## src/hdl/tsre_pkg.sv

```systemverilog
// Shared types and constants for the transparent sprite RLE encoder.
// No dependencies; every other file in hdl/ but tsre_ram imports this package.
package tsre_pkg;

    // Palette and row geometry
    localparam int MAX_WIDTH   = 4096;
    localparam int PAL_DEPTH   = 256;
    localparam int PAL_AW      = (PAL_DEPTH > 1) ? $clog2(PAL_DEPTH) : 1;
    localparam int COL_W       = $clog2(MAX_WIDTH + 1);
    localparam int LW_W        = 13;
    localparam int WORD_W      = 32;
    localparam int LEN_W       = 16;

    // Writes per pixel and queue sizing
    localparam int SLOTS       = 4;
    localparam int SLOT_W      = $clog2(SLOTS);
    localparam int QUEUE_DEPTH = 4;
    localparam int QA_W        = $clog2(QUEUE_DEPTH);
    localparam int QC_W        = $clog2(QUEUE_DEPTH + 1);

    // Input operation codes
    localparam logic OP_LOAD  = 1'b0;
    localparam logic OP_PIXEL = 1'b1;

    // Configuration register indexes
    localparam logic REG_TRANSPARENT = 1'b0;
    localparam logic REG_LINE_WIDTH  = 1'b1;

    // Record kinds
    localparam logic [1:0] KIND_DATA = 2'd0;
    localparam logic [1:0] KIND_SKIP = 2'd1;
    localparam logic [1:0] KIND_COPY = 2'd2;
    localparam logic [1:0] KIND_HEAD = 2'd3;

    // Write sizes
    localparam logic SIZE_BYTE = 1'b0;
    localparam logic SIZE_WORD = 1'b1;

    // One buffer write
    typedef struct packed {
        logic [WORD_W-1:0] byte_offset;
        logic [WORD_W-1:0] write_value;
        logic              write_size;
        logic [1:0]        record_kind;
    } write_t;

    // All writes caused by one pixel, in order; last_slot is count minus one
    typedef struct packed {
        write_t [SLOTS-1:0] slot;
        logic [SLOT_W-1:0]  last_slot;
    } burst_t;

endpackage

```

## src/hdl/tsre_queue.sv

```systemverilog
// Short queue of write bursts between the front end and the write sequencer.
// Depends on tsre_pkg.
module tsre_queue (
    input  logic             clk,
    input  logic             rst_n,
    input  logic             push_valid,
    output logic             push_ready,
    input  tsre_pkg::burst_t push_data,
    output logic             pop_valid,
    input  logic             pop_ready,
    output tsre_pkg::burst_t pop_data
);
    import tsre_pkg::*;

    burst_t          entry_reg [QUEUE_DEPTH];
    logic [QA_W-1:0] wr_ptr_reg, wr_ptr_next;
    logic [QA_W-1:0] rd_ptr_reg, rd_ptr_next;
    logic [QC_W-1:0] count_reg, count_next;
    logic            do_push;
    logic            do_pop;

    assign push_ready = (count_reg != QC_W'(QUEUE_DEPTH));
    assign pop_valid  = (count_reg != '0);
    assign pop_data   = entry_reg[rd_ptr_reg];
    assign do_push    = push_valid && push_ready;
    assign do_pop     = pop_valid && pop_ready;

    // Pointer and fill count
    always_comb
    begin
        wr_ptr_next = wr_ptr_reg;
        rd_ptr_next = rd_ptr_reg;
        count_next  = count_reg;
        if (do_push)
        begin
            wr_ptr_next = (wr_ptr_reg == QA_W'(QUEUE_DEPTH - 1)) ? '0 : wr_ptr_reg + 1'b1;
        end
        if (do_pop)
        begin
            rd_ptr_next = (rd_ptr_reg == QA_W'(QUEUE_DEPTH - 1)) ? '0 : rd_ptr_reg + 1'b1;
        end
        unique case ({do_push, do_pop})
            2'b10:   count_next = count_reg + 1'b1;
            2'b01:   count_next = count_reg - 1'b1;
            default: count_next = count_reg;
        endcase
    end

    always_ff @(posedge clk or negedge rst_n)
    begin
        if (!rst_n)
        begin
            wr_ptr_reg <= '0;
            rd_ptr_reg <= '0;
            count_reg  <= '0;
        end
        else
        begin
            wr_ptr_reg <= wr_ptr_next;
            rd_ptr_reg <= rd_ptr_next;
            count_reg  <= count_next;
        end
    end

    // Store the incoming burst
    always_ff @(posedge clk)
    begin
        if (do_push)
        begin
            entry_reg[wr_ptr_reg] <= push_data;
        end
    end

endmodule

```

## config.mk

```make
export PLATFORM = sky130hd
export DESIGN_NAME = tsre_queue
export DESIGN_NICKNAME = d
export VERILOG_FILES = /design/src/hdl/tsre_pkg.sv /design/src/hdl/tsre_queue.sv
export SDC_FILE = /design/constraint.sdc
export NUM_CORES = 1
export LEC_CHECK = 0
export ABC_CLOCK_PERIOD_IN_PS = 7300
export BUFFER_PORTS_ARGS = -buffer_cell sky130_fd_sc_hd__buf_2
export CORE_MARGIN = 2
export CORE_UTILIZATION = 40
export DETAILED_ROUTE_END_ITERATION = 12
export GPL_TIMING_DRIVEN = 1
export PLACE_DENSITY = 0.61
export SYNTH_ARGS = -nofsm -noshare
export SYNTH_HDL_FRONTEND = slang
export SYNTH_SLANG_ARGS = --single-unit
```

## constraint.sdc

```tcl
create_clock -name clk -period 7.3 [get_ports clk]
set_clock_uncertainty 0.15 [all_clocks]
set_input_delay 1.825 -clock clk [delete_from_list [all_inputs] [get_ports clk]]
set_output_delay 1.825 -clock clk [all_outputs]
set_load 0.05 [all_outputs]
```

==> out/results.txt <==
run status -> finished clean
height of the die -> 317 um
clock tree from TritonCTS -> yes
Crit path arrival time -> 3280 ps
final worst-path cycle share -> 0.720
Max transition margin -> 0.193
launching element type of the critical path -> flip-flop
clock root buffer -> sky130_fd_sc_hd__clkbuf_16
transition at the pin with the smallest max-transition slack -> 1210 ps
Overall Power -> 22.6 mW
insertion delay to the later sink of the worst-skew pair -> 680 ps
ANT nets after route -> 0
post-synthesis share of cell area spent on and, or, nand and nor gates -> 0.00169
combined global-route utilization of all metal layers -> 0.160
synth-to-layout area growth -> 20.0%
instance count after placement with tap cells included -> 3233
class of the most critical setup path -> flip-flop to output port
antenna violations before repair -> 23
Sinks on Clock Net -> 1087
global-route wire length before repair -> 121000 um
Final Wtd Congestion -> 0.730
post-detailed-route wirelength per cell -> 23.5 um
distinct cell type count after synthesis -> 20
post-synthesis mux area share -> 0.156
TritonCTS Buffers -> 108
largest family of logic cells by synthesized area -> multiplexers
beginning of the worst hold path -> count_reg[2]
Critical Path Sink Type -> output port
RSZ-0062 raised after global routing -> false
compound-gate portion of the synthesized area -> 0
number of vias after detailed routing -> 17500
commonest cells after routing, fill and taps aside -> 1080 x sky130_fd_sc_hd__edfxtp_1, 545 x sky130_fd_sc_hd__buf_2, 270 x sky130_fd_sc_hd__mux4_2
I/O Buffers -> 545
number of rows created at floorplan -> 114
adder-cell area share of the yosys netlist -> 0.00242
die area -> 101000 um^2
largest net degree at the start of global routing -> 137
Setup violations, final -> 0
horizontal die dimension -> 317 um
Hold Violations, Final -> 0
routed vias/inst -> 5.09
average size of a mapped cell -> 27.1 um^2
final global-route overflow total -> 0
post-synthesis register bit count -> 1087
Synth Net Count -> 1731
number of maximum-capacitance constraint violations -> 0
Filler Cells Inserted -> 7888
share of layout cells above drive strength 1 -> 0.466
final cell count without fillers -> 3445
Post-CTS Hold Fix Bufs -> 0
Critical path origin -> rd_ptr_reg[0]
static leakage -> 15.8 nW
FMAX -> 190 MHz
Largest register FFs -> 1080
Initial DRC Count -> 1248
number of post-CTS setup repair buffers -> 0
Post-DP HPWL -> 48500 um
Mapped Cells -> 1450
most common cell after layout, fill and taps aside -> sky130_fd_sc_hd__edfxtp_1
post-layout minimum cycle time -> 5260 ps
starting density of the core -> 0.405
sequential fraction of the synthesis area -> 0.830
DRC violations left -> 0
maximum fanout along the worst path -> 47
clock slew at the register clock pins of the worst setup and hold paths -> 60 ps
number of synthesis warnings -> 0
Syn Std Cell Area -> 39300 um^2
NumNets Final -> 2348
via count of the first global-routing pass -> 18700
share of the synthesized netlist area taken by xor and xnor gates -> 0.000669
R2R Path Start -> count_reg[2]
data required time of the worst path -> 5330 ps
Max Buffers Root-to-Sink -> 3
number of search-and-repair iterations in the first detailed-routing pass -> 5
IO Pins -> 546
worst-case vdd ir drop -> 0.388 mV
setup TNS after final layout -> 0 ps
final count of pins violating max slew -> 0
Resized cells post-CTS -> 0
Hold Path Class -> flip-flop to flip-flop
area of the core -> 97000 um^2
drt total wl -> 81100 um
Pwr per Cell Area -> 480 nW/um^2
number of levels in the clock H-tree -> 3
-- cells in the mapped netlist (all sizes together) --
cell,number,area [um^2]
fa,1,20.0
xnor2,1,8.76
mux2i,1,10.0
ha,6,75.1
nor2,3,11.3
clkbuf,10,37.5
buf,50,307
dfrtp,7,175
mux2,4,45.0
mux4,270,6080
inv,7,26.3
and3,4,25.0
or3b,1,11.3
or3,1,6.26
xor2,2,17.5
edfxtp,1080,32400
nand2,1,3.75
and2,1,8.76
-- power by group --
part	switching, mW	internal [mW]
registers	0.361	8.25
clock network	2.30	3.14
logic	6.14	2.44
-- worst paths after layout --
path | slack [ps] | cells after the start | end
worst max-delay path | 2040 | 3 | pop_data[165]
worst min-delay path | 330 | 1 | count_reg[2]
worst max register to register | 4660 | 3 | entry_reg[2][45]
worst min register to register | 330 | 1 | count_reg[2]
max in group asynchronous | 5960 | 1 | rd_ptr_reg[1]
min in group asynchronous | 840 | 1 | rd_ptr_reg[0]
-- through the flow --
stage,utilization,hold slack (ps),cell area (um^2),setup slack [ps]
2_1_floorplan,-,297,39300,1600
3_3_place_gp,0.450,312,43600,2660
3_5_place_dp,0.450,335,43600,2640
4_1_cts,0.486,346,47200,1860
5_1_grt,0.486,366,47200,1730
6_report,0.486,335,47200,2040
-- cell families after synthesis --
| logic type | count (synthesis) |
|---|---|
| flip-flops | 1087 |
| AND/OR/NAND/NOR | 11 |
| buffers and inverters | 67 |
| adder cells (fa/ha/maj) | 7 |
| XOR/XNOR | 3 |
| multiplexers | 275 |
-- critical path: stages (launching register included) --
cell and delay (ps):
sky130_fd_sc_hd__dfrtp_4 1130, sky130_fd_sc_hd__buf_4 610, sky130_fd_sc_hd__mux4_2 590, sky130_fd_sc_hd__buf_2 230
-- metal layers --
| metal | vias up | part of all wire | GRT usage |
|---|---|---|---|
| met3 | 134 | 0.078 | 0.0558 |
| li1 | 7585 | - | - |
| met2 | 498 | 0.51 | 0.270 |
| met4 | 28 | 0.021 | 0.0503 |
| met5 | - | 0.0021 | 0 |
| met1 | 9287 | 0.39 | 0.194 |
-- area by class of cell --
| class | instances | area [um^2] | area share |
|---|---|---|---|
| clock inverter | 80 | 743 | 0.0158 |
| clock buffer | 124 | 2780 | 0.0590 |
| tap | 1276 | 1600 | 0.0338 |
| timing repair buffer | 567 | 3040 | 0.0645 |
| sequential | 1087 | 32600 | 0.691 |
| antenna | 8 | 20.0 | 0.000424 |
| inverter | 7 | 26.3 | 0.000557 |
| multi-input combinational | 296 | 6340 | 0.134 |
(Power assumes the default switching activity.)
