File: src/hdl/tsre_pkg.sv
// Shared types and constants for the transparent sprite RLE encoder.
// No dependencies; every other file in hdl/ but tsre_ram imports this package.
package tsre_pkg;

    // Palette and row geometry
    localparam int MAX_WIDTH   = 4096;
    localparam int PAL_DEPTH   = 256;
    localparam int PAL_AW      = (PAL_DEPTH > 1) ? $clog2(PAL_DEPTH) : 1;
    localparam int COL_W       = $clog2(MAX_WIDTH + 1);
    localparam int LW_W        = 13;
    localparam int WORD_W      = 32;
    localparam int LEN_W       = 16;

    // Writes per pixel and queue sizing
    localparam int SLOTS       = 4;
    localparam int SLOT_W      = $clog2(SLOTS);
    localparam int QUEUE_DEPTH = 4;
    localparam int QA_W        = $clog2(QUEUE_DEPTH);
    localparam int QC_W        = $clog2(QUEUE_DEPTH + 1);

    // Input operation codes
    localparam logic OP_LOAD  = 1'b0;
    localparam logic OP_PIXEL = 1'b1;

    // Configuration register indexes
    localparam logic REG_TRANSPARENT = 1'b0;
    localparam logic REG_LINE_WIDTH  = 1'b1;

    // Record kinds
    localparam logic [1:0] KIND_DATA = 2'd0;
    localparam logic [1:0] KIND_SKIP = 2'd1;
    localparam logic [1:0] KIND_COPY = 2'd2;
    localparam logic [1:0] KIND_HEAD = 2'd3;

    // Write sizes
    localparam logic SIZE_BYTE = 1'b0;
    localparam logic SIZE_WORD = 1'b1;

    // One buffer write
    typedef struct packed {
        logic [WORD_W-1:0] byte_offset;
        logic [WORD_W-1:0] write_value;
        logic              write_size;
        logic [1:0]        record_kind;
    } write_t;

    // All writes caused by one pixel, in order; last_slot is count minus one
    typedef struct packed {
        write_t [SLOTS-1:0] slot;
        logic [SLOT_W-1:0]  last_slot;
    } burst_t;

endpackage

File: src/hdl/tsre_back.sv
// Write sequencer: hands out the writes of the head burst one transfer at a time.
// Depends on tsre_pkg.
module tsre_back (
    input  logic             clk,
    input  logic             rst_n,
    input  logic             pop_valid,
    output logic             pop_ready,
    input  tsre_pkg::burst_t pop_data,
    output logic             out_valid,
    input  logic             out_ready,
    output logic [31:0]      byte_offset,
    output logic [31:0]      write_value,
    output logic             write_size,
    output logic [1:0]       record_kind,
    output logic             last
);
    import tsre_pkg::*;

    logic [SLOT_W-1:0] slot_reg, slot_next;
    logic              is_last;
    write_t            cur;

    assign cur       = pop_data.slot[slot_reg];
    assign is_last   = (slot_reg == pop_data.last_slot);
    assign out_valid = pop_valid;
    assign pop_ready = out_ready && is_last;

    assign byte_offset = cur.byte_offset;
    assign write_value = cur.write_value;
    assign write_size  = cur.write_size;
    assign record_kind = cur.record_kind;
    assign last        = is_last;

    // Advance through the burst; drop it after its final transfer
    always_comb
    begin
        slot_next = slot_reg;
        if (out_valid && out_ready)
        begin
            slot_next = is_last ? '0 : slot_reg + 1'b1;
        end
    end

    always_ff @(posedge clk or negedge rst_n)
    begin
        if (!rst_n)
        begin
            slot_reg <= '0;
        end
        else
        begin
            slot_reg <= slot_next;
        end
    end

endmodule

File: config.mk
export PLATFORM = sky130hd
export DESIGN_NAME = tsre_back
export DESIGN_NICKNAME = d
export VERILOG_FILES = /design/src/hdl/tsre_pkg.sv /design/src/hdl/tsre_back.sv
export SDC_FILE = /design/constraint.sdc
export NUM_CORES = 1
export LEC_CHECK = 0
export BUFFER_PORTS_ARGS = -buffer_cell sky130_fd_sc_hd__buf_2
export CORE_AREA = 3 3 132 134
export DETAILED_ROUTE_END_ITERATION = 10
export DIE_AREA = 0 0 135 137
export PLACE_DENSITY = 0.53
export SYNTH_ARGS = -nofsm -noshare
export SYNTH_HDL_FRONTEND = slang
export SYNTH_SLANG_ARGS = --single-unit
File: constraint.sdc
create_clock -name clk -period 1.77 [get_ports clk]
set_clock_uncertainty 0.05 [all_clocks]
set_input_delay 0 -clock clk [delete_from_list [all_inputs] [get_ports clk]]
set_output_delay 0 -clock clk [all_outputs]
set_load 0.01 [all_outputs]
==> results of run 1 <==
worst paths after layout:
check / start / to / slack [ns] / cells past startpoint
setup / recovery: slot_reg[0] / record_kind[1] / 0.06 / 3
hold / removal: rst_n / slot_reg[0] / 0.07 / 2
setup reg to reg: slot_reg[1] / slot_reg[0] / 0.39 / 4
hold reg to reg: slot_reg[1] / slot_reg[1] / 0.80 / 2
max in group asynchronous: rst_n / slot_reg[0] / 1.48 / 2
min in group clk: out_ready / slot_reg[1] / 0.15 / 3
metal layers:
layer  global-route usage  part of all wire  wire length [um]  vias to the layer above
li1                     -                 -                 -                     1158
met5                    0                 0                 0                        -
met2                0.202              0.56              5990                      182
met1                0.110              0.34              3600                     1244
met3               0.0213             0.095              1010                        2
met4              0.00672            0.0019                20                        0
logic make-up after synthesis:
logic type / Yosys count / share of synthesized area
compound gates: 3 / 0.0116
simple gates: 8 / 0.0252
buf+inv: 17 / 0.104
flops: 2 / 0.0273
xor+xnor: 2 / 0.00955
mux: 67 / 0.823
metrics by stage:
stage                     total power, mW   util
after floorplan                      2.52      -
after global placement               3.65  0.227
after detailed placement             3.69  0.227
after CTS                            4.04  0.232
after global routing                 4.25  0.232
final                                3.94  0.232
report_power, final:
group / total, mW / switching, mW / leakage [nW] / internal (mW)
combinational: 3.50 / 1.57 / 1.86 / 1.93
clock: 0.335 / 0.0483 / 0.0370 / 0.287
sequential: 0.105 / 0.0323 / 0.0212 / 0.0724
repair_timing:
item,CTS,global route
endpoints found under the hold margin,2,0
endpoints found under the setup margin,0,1
hold buffers,1,0
layout by cell type, fill, tap and decap left out:
cell / netlist / layout
nor2_1: 1 / 1
buf_4: 1 / 1
and2_1: 1 / 1
clkbuf_16: 0 / 3
dfrtp_2: 0 / 1
buf_12: 6 / 4
nor3b_1: 1 / 1
nand2_1: 2 / 2
dfrtp_4: 0 / 1
xor2_1: 2 / 2
nor2b_1: 2 / 2
o21ai_0: 1 / 1
a211o_1: 1 / 1
buf_2: 8 / 343
mux4_2: 67 / 67
o21bai_1: 1 / 1
dlygate4sd3_1: 0 / 1
nor4b_1: 1 / 1
final cells by class:
| class | instances | area [sq um] | share of cell area |
|---|---|---|---|
| multi-input cells | 80 | 1590 | 0.418 |
| flip-flops and latches | 2 | 55.1 | 0.0144 |
| repair buffers | 349 | 1810 | 0.476 |
| well taps | 220 | 275 | 0.0722 |
| clock buffers | 3 | 75.1 | 0.0197 |
==> impl_metrics.csv, run 1 <==
group,metric,value,unit
detailed_routing,wl_per_cell,16.2,um
clock_network,postCtsSetupBuffers,0,
logic_synthesis,yosysWarnings,0,
logic_synthesis,ys_types,16,
place,hpwl,9770,um
detailed_routing,avgViaCountPerCell,3.95,
logic_synthesis,synth_area_leader_cell,"mux4_2",
timing,slew_viol_final,0,
logic_synthesis,synthFlopType,"dfrtp_1",
global_route,grt.overflow.total,0,
hold_path,worstHoldPathType,"primary input to asynchronous set/reset pin",
timing,finalHoldViolations,0,
timing,relSlewSlack,0.781,
global_route,grt_first_pass_wirelength,14300,um
flow_run,cap_violations,0,
final_layout,syn_to_final_growth,108,%
timing,rsz0062_at_grt,"yes",
clock_network,cts.repair.resized,0,
final_layout,fin_nets,710,
critical_path,critPathKind,"register to output port",
critical_path,end_kind,"output port",
clock_network,cts_tree,"yes",
critical_path,cp_num_buf_inv,2,
logic_synthesis,synth.area.top_cells,"mux4_2, buf_12, dfrtp_1",
power_and_ir_drop,irDropWorstVdd,0.697,mV
timing,clock.fmax,0.583,GHz
logic_synthesis,synth_top_cell_area_share,0.823,
clock_network,cts_sinks,2,
logic_synthesis,yosysSeqAreaShare,0.0273,
power_and_ir_drop,p_leak,1.91,nW
place,port_buffers,343,
logic_synthesis,synthCells,99,
place,gp_congestion,0.786,
final_layout,n_fill_cell,1771,
clock_network,clock_latency,0.22,ns
critical_path,crit_arrival,1.66,ns
logic_synthesis,synth-edff-count,0,
global_route,grt_antenna_before_repair,0,
floorplan,fp.dieW,135,um
place,pre_cts_ws,0.268,ns
clock_network,cts.path.max_buffers,2,
floorplan,core-area,16400,sq um
critical_path,crit_required,1.72,ns
logic_synthesis,syn_nets,373,
detailed_routing,dr.pass1.iters,4,
logic_synthesis,synthMostInstantiatedCell,"mux4_2",
timing,worstMarginPinSlew,0.325,ns
final_layout,largest_reg_flops,2,
critical_path,worst_setup_path_start_kind,"register",
place,dp_cells,650,
logic_synthesis,syn_area,1830,sq um
detailed_routing,drt_first_iter_violations,67,
logic_synthesis,synth_commonest_cells,"mux4_2, buf_2, buf_12",
critical_path,crit_chain,"buf_12, mux4_2, buf_2",
final_layout,drive_gt1_frac,0.968,
critical_path,cp_max_fo,34,
global_route,grt_max_degree,39,
logic_synthesis,ys_seq_elements,2,
critical_path,cp_slowest_cell,"mux4_2",
floorplan,rows,47,
clock_network,numCtsBuffers,3,
clock_network,cts_max_level,1,
detailed_routing,ant_nets,0,
final_layout,diodes,0,
timing,whs,0.0744,ns
critical_path,cpLargestDelayFamily,"multiplexers",
detailed_routing,route.detailed.drc,0,
timing,setup_violations,0,
clock_network,clkTransAtPathRegs,0.03,ns
final_layout,fin_area,3810,sq um
power_and_ir_drop,p_per_area,1030,nW/um^2
detailed_routing,vias,2586,
detailed_routing,wirelength,10600,um
floorplan,die_h,137,um
global_route,grt_pass1_vias,2719,
clock_network,cts-root-buf,"clkbuf_16",
floorplan,die_area,18500,sq um
logic_synthesis,synthArstFlopShare,1.00,
status,outcome,"completed",
place,dpl-instance-area,3730,sq um
timing,setup_slack,0.0555,ns
timing,period_share,0.969,
floorplan,io_pins,344,
final_layout,final_cell_count_no_fill,654,
logic_synthesis,syn_area_per_cell,18.5,sq um
floorplan,start_util,0.112,
timing,tns,0,ns
critical_path,cpPeakStageDelay,0.55,ns
timing,fin_crit,1.71,ns
global_route,grt_usage,0.0995,
(Power assumes the default switching activity.)
==> run 2, diff against run 1 <==
--- a/config.mk
+++ b/config.mk
@@ -9,7 +9,9 @@
 export CORE_AREA = 3 3 132 134
 export DETAILED_ROUTE_END_ITERATION = 10
 export DIE_AREA = 0 0 135 137
+export MAX_ROUTING_LAYER = met4
 export PLACE_DENSITY = 0.53
+export SETUP_SLACK_MARGIN = 0.2
 export SYNTH_ARGS = -nofsm -noshare
 export SYNTH_HDL_FRONTEND = slang
 export SYNTH_SLANG_ARGS = --single-unit
==> run 2 against run 1 <==
First-iteration DRC count is 15% higher. Non-clock buffer count up 12. Count of clock-buffer cells in the layout unchanged. Power grew 19%. Worst hold slack got worse by 0.0082 ns.
==> impl_metrics.csv, run 2 (synthesis gave the netlist of run 1 again) <==
group,metric,value,unit
flow_run,cap_violations,0,
place,gp_congestion,0.797,
detailed_routing,ant_nets,0,
timing,setup_violations,0,
timing,rsz0062_at_grt,"yes",
clock_network,clkTransAtPathRegs,0.03,ns
global_route,grt_antenna_before_repair,0,
final_layout,largest_reg_flops,2,
timing,clock.fmax,0.591,GHz
timing,period_share,0.956,
power_and_ir_drop,power,4.68,mW
final_layout,fin_nets,722,
floorplan,fp.dieW,135,um
floorplan,die_h,137,um
timing,finalHoldViolations,0,
hold_path,worstHoldPathType,"primary input to asynchronous set/reset pin",
floorplan,die_area,18500,sq um
critical_path,cpPeakStageDelay,0.49,ns
global_route,grt_first_pass_wirelength,14400,um
clock_network,cts.path.max_buffers,2,
critical_path,cp_slowest_cell,"mux4_2",
detailed_routing,route.detailed.drc,0,
floorplan,rows,47,
clock_network,cts_tree,"yes",
detailed_routing,wl_per_cell,17.7,um
critical_path,path_depth,4,
detailed_routing,vias,2680,
critical_path,crit_required,1.72,ns
clock_network,cts_sinks,2,
detailed_routing,drt_first_iter_violations,77,
critical_path,worst_setup_path_start_kind,"register",
final_layout,final_common_cell,"buf_2",
global_route,grt_pass1_vias,2714,
final_layout,syn_to_final_growth,127,%
place,port_buffers,343,
critical_path,reg2reg_depth,5,
power_and_ir_drop,p_leak,2.07,nW
critical_path,cpLargestDelayFamily,"buffers and inverters",
final_layout,final_cell_count_no_fill,666,
floorplan,start_util,0.112,
timing,worstMarginPinSlew,0.324,ns
final_layout,drive_gt1_frac,0.975,
global_route,grt_max_degree,39,
clock_network,clock_latency,0.22,ns
global_route,grt_usage,0.103,
timing,slew_viol_final,0,
critical_path,crit_chain,"buf_4, clkbuf_16, mux4_2, buf_2",
place,hpwl,9770,um
detailed_routing,avgViaCountPerCell,4.02,
final_layout,diodes,0,
floorplan,core-area,16400,sq um
critical_path,cp_num_buf_inv,3,
critical_path,critPathKind,"register to output port",
critical_path,cp_max_fo,9,
power_and_ir_drop,irDropWorstVdd,0.692,mV
timing,fin_crit,1.69,ns
clock_network,cts_max_level,1,
power_and_ir_drop,p_per_area,1120,nW/um^2
global_route,grt.overflow.total,0,
clock_network,cts-root-buf,"clkbuf_16",
detailed_routing,wirelength,11800,um
detailed_routing,dr.pass1.iters,4,
place,dp_cells,650,
final_layout,layout_common_cells,"buf_2, mux4_2, buf_6",
floorplan,io_pins,344,
critical_path,crit_arrival,1.64,ns
critical_path,end_kind,"output port",
timing,relSlewSlack,0.782,
timing,tns,0,ns
status,outcome,"completed",
clock_network,numCtsBuffers,3,
## run 2: cell types whose count changed in the layout (fill, tap and decap cells not counted), sizes merged
cell    delta
clkbuf     +5
buf        +7
## run 2: per-stage QoR
stage / setup slack [ns] / util / cell area (sq um) / hold slack, ns
floorplan: 0.512 / - / 1830 / -0.346
global placement: 0.289 / 0.227 / 3730 / -0.255
detailed placement: 0.268 / 0.227 / 3730 / -0.256
CTS: 0.0358 / 0.233 / 3820 / 0.0724
global route: 0.0108 / 0.254 / 4170 / 0.0805
finish: 0.0775 / 0.254 / 4170 / 0.0662
## run 2: final timing paths
kind                       slack, ns               to        start
max                             0.08  byte_offset[29]  slot_reg[0]
min                             0.07      slot_reg[0]        rst_n
max reg2reg                     0.26      slot_reg[1]  slot_reg[0]
min reg2reg                     0.80      slot_reg[1]  slot_reg[1]
max in group asynchronous       1.49      slot_reg[0]        rst_n
min in group clk                0.16      slot_reg[1]    out_ready
## run 2: per-layer routing
metal | part of all wire | GRT usage | vias up | wire length [um]
li1 | - | - | 1184 | -
met1 | 0.34 | 0.113 | 1306 | 4010
met2 | 0.57 | 0.202 | 188 | 6750
met3 | 0.086 | 0.0176 | 2 | 1020
met4 | 0.0017 | 0.00672 | 0 | 20
met5 | 0 | - | - | 0
## run 2: layout make-up
type / count / area, sq um
flip-flops and latches: 2 / 55.1
fillers: 1746 / 12200
clock buffers: 3 / 75.1
well taps: 220 / 275
repair buffers: 361 / 2160
multi-input cells: 80 / 1610
## run 2: repair_timing
action	CTS	global route
endpoints found under the hold margin	2	0
pin swaps	0	3
setup endpoints to repair	68	69
gates cloned	0	7
buffers inserted	0	5
gates resized for setup	1	35
hold buffers	1	0
## run 2: report_power, final
part | switching (mW) | internal [mW]
clock network | 0.0479 | 0.287
logic | 1.77 | 2.47
registers | 0.0316 | 0.0724
total | 1.85 | 2.82
==> run 3, diff against run 2 <==
--- a/config.mk
+++ b/config.mk
@@ -6,12 +6,13 @@
 export NUM_CORES = 1
 export LEC_CHECK = 0
 export BUFFER_PORTS_ARGS = -buffer_cell sky130_fd_sc_hd__buf_2
-export CORE_AREA = 3 3 132 134
+export CORE_AREA = 3 3 134 136
 export DETAILED_ROUTE_END_ITERATION = 10
-export DIE_AREA = 0 0 135 137
+export DIE_AREA = 0 0 137 139
 export MAX_ROUTING_LAYER = met4
-export PLACE_DENSITY = 0.53
+export PLACE_DENSITY = 0.52
 export SETUP_SLACK_MARGIN = 0.2
+export SLEW_MARGIN = 5
 export SYNTH_ARGS = -nofsm -noshare
 export SYNTH_HDL_FRONTEND = slang
 export SYNTH_SLANG_ARGS = --single-unit
==> run 3 against run 2 <==
Critical path depth unchanged. First-iteration DRC count shrank 5.2%. Non-clock buffer count down 1. Clock power hardly changed. Worst hold slack better by 0.020 ns. Power up 2.1%. Via count up 0.41%. Routed wire length rose by 1.8%. Critical endpoint is now byte_offset[15]. Largest power group unchanged.
==> impl_metrics.csv, run 3 (synthesis gave the netlist of run 1 again) <==
group,metric,value,unit
final_layout,largest_reg_flops,2,
floorplan,die_h,139,um
clock_network,cts_tree,"yes",
global_route,grt.overflow.total,0,
power_and_ir_drop,power,4.78,mW
timing,setup_slack,0.0824,ns
critical_path,worst_setup_path_start_kind,"register",
final_layout,final_cell_count_no_fill,670,
floorplan,die_area,19000,sq um
global_route,use_met2,0.224,
timing,slew_viol_final,0,
detailed_routing,wirelength,12000,um
critical_path,end_kind,"output port",
critical_path,cpLargestDelayFamily,"multiplexers",
place,pre_cts_ws,0.276,ns
timing,period_share,0.953,
floorplan,io_pins,344,
clock_network,cts.path.max_buffers,2,
floorplan,rows,48,
final_layout,fin_area,4230,sq um
clock_network,cts-root-buf,"clkbuf_16",
final_layout,final_common_cell,"buf_2",
timing,tns,0,ns
floorplan,start_util,0.108,
detailed_routing,vias,2691,
detailed_routing,dr.pass1.iters,4,
final_layout,fin_nets,721,
timing,relSlewSlack,0.751,
clock_network,clock_latency,0.22,ns
clock_network,cts_sinks,2,
final_layout,n_fill_cell,1821,
global_route,gr-usage-met3,0.0127,
global_route,grt_first_pass_wirelength,17000,um
clock_network,numCtsBuffers,3,
critical_path,cp_max_fo,9,
global_route,busiest_layer,"met2",
critical_path,cp_num_buf_inv,3,
power_and_ir_drop,p_leak,2.08,nW
timing,whs,0.0863,ns
final_layout,drive_gt1_frac,0.971,
critical_path,critPathKind,"register to output port",
timing,worstMarginPinSlew,0.373,ns
final_layout,regArea,55.1,sq um
clock_network,cts_max_level,1,
final_layout,syn_to_final_growth,131,%
timing,clock.fmax,0.593,GHz
power_and_ir_drop,p_per_area,1130,nW/um^2
final_layout,multi_input_area,1600,sq um
final_layout,layout_common_cells,"buf_2, mux4_2, buf_6",
flow_run,cap_violations,0,
final_layout,diodes,0,
place,dpl-instance-area,3710,sq um
critical_path,crit_arrival,1.64,ns
power_and_ir_drop,irDropWorstVdd,0.802,mV
critical_path,crit_required,1.72,ns
floorplan,core-area,17100,sq um
status,outcome,"completed",
place,gp_congestion,0.761,
critical_path,crit_chain,"buf_12, buf_16, mux4_2, buf_2",
timing,setup_violations,0,
place,port_buffers,343,
final_layout,final_util,0.248,
timing,fin_crit,1.69,ns
global_route,grt_antenna_before_repair,0,
place,hpwl,9930,um
hold_path,worstHoldPathType,"primary input to asynchronous set/reset pin",
timing,rsz0062_at_grt,"yes",
critical_path,cp_slowest_cell,"mux4_2",
global_route,grt_max_degree,41,
detailed_routing,wl_per_cell,17.9,um
floorplan,fp.dieW,137,um
place,dp_cells,654,
clock_network,clkTransAtPathRegs,0.03,ns
detailed_routing,ant_nets,0,
global_route,grt_pass1_vias,3099,
global_route,grt_usage,0.118,
detailed_routing,route.detailed.drc,0,
critical_path,cpPeakStageDelay,0.52,ns
detailed_routing,avgViaCountPerCell,4.02,
detailed_routing,drt_first_iter_violations,73,
global_route,grt_use_met1,0.136,
timing,finalHoldViolations,0,
[run 3: what timing repair did]
item                                   CTS  global route
gates resized for setup                 10            24
pin swaps                                0             3
hold buffers                             1             0
endpoints found under the hold margin    2             0
cloned                                   5             3
setup endpoints to repair               68            69
setup buffers                            4             0
[run 3: per-layer routing]
metal	up-vias	wire (um)
li1	1188	-
met1	1326	4410
met2	177	6660
met3	0	955
met4	0	0
met5	-	0
[run 3: path summary, 6_finish.rpt]
path | slack (ns) | cells after the start | to | startpoint
worst min register to register | 0.56 | 1 | slot_reg[1] | slot_reg[1]
min in group clk | 0.10 | 4 | slot_reg[0] | out_ready
worst max-delay path | 0.08 | 4 | byte_offset[15] | slot_reg[0]
worst min-delay path | 0.09 | 2 | slot_reg[0] | rst_n
max in group asynchronous | 1.48 | 2 | slot_reg[1] | rst_n
worst max register to register | 0.25 | 5 | slot_reg[1] | slot_reg[0]
[run 3: power by group]
| part | switching, mW | total (mW) | internal [mW] | leakage, nW |
|---|---|---|---|---|
| sequential | 0.0374 | 0.110 | 0.0723 | 0.0212 |
| combinational | 1.77 | 4.33 | 2.56 | 2.03 |
| clock | 0.0501 | 0.337 | 0.287 | 0.0370 |
| total | 1.86 | 4.78 | 2.92 | 2.08 |
[run 3: final cells by class]
class                           count  area share
Clock buffer                        3      0.0178
Sequential cell                     2      0.0130
Multi-Input combinational cell     80       0.378
Timing Repair Buffer              360       0.525
Tap cell                          225      0.0666
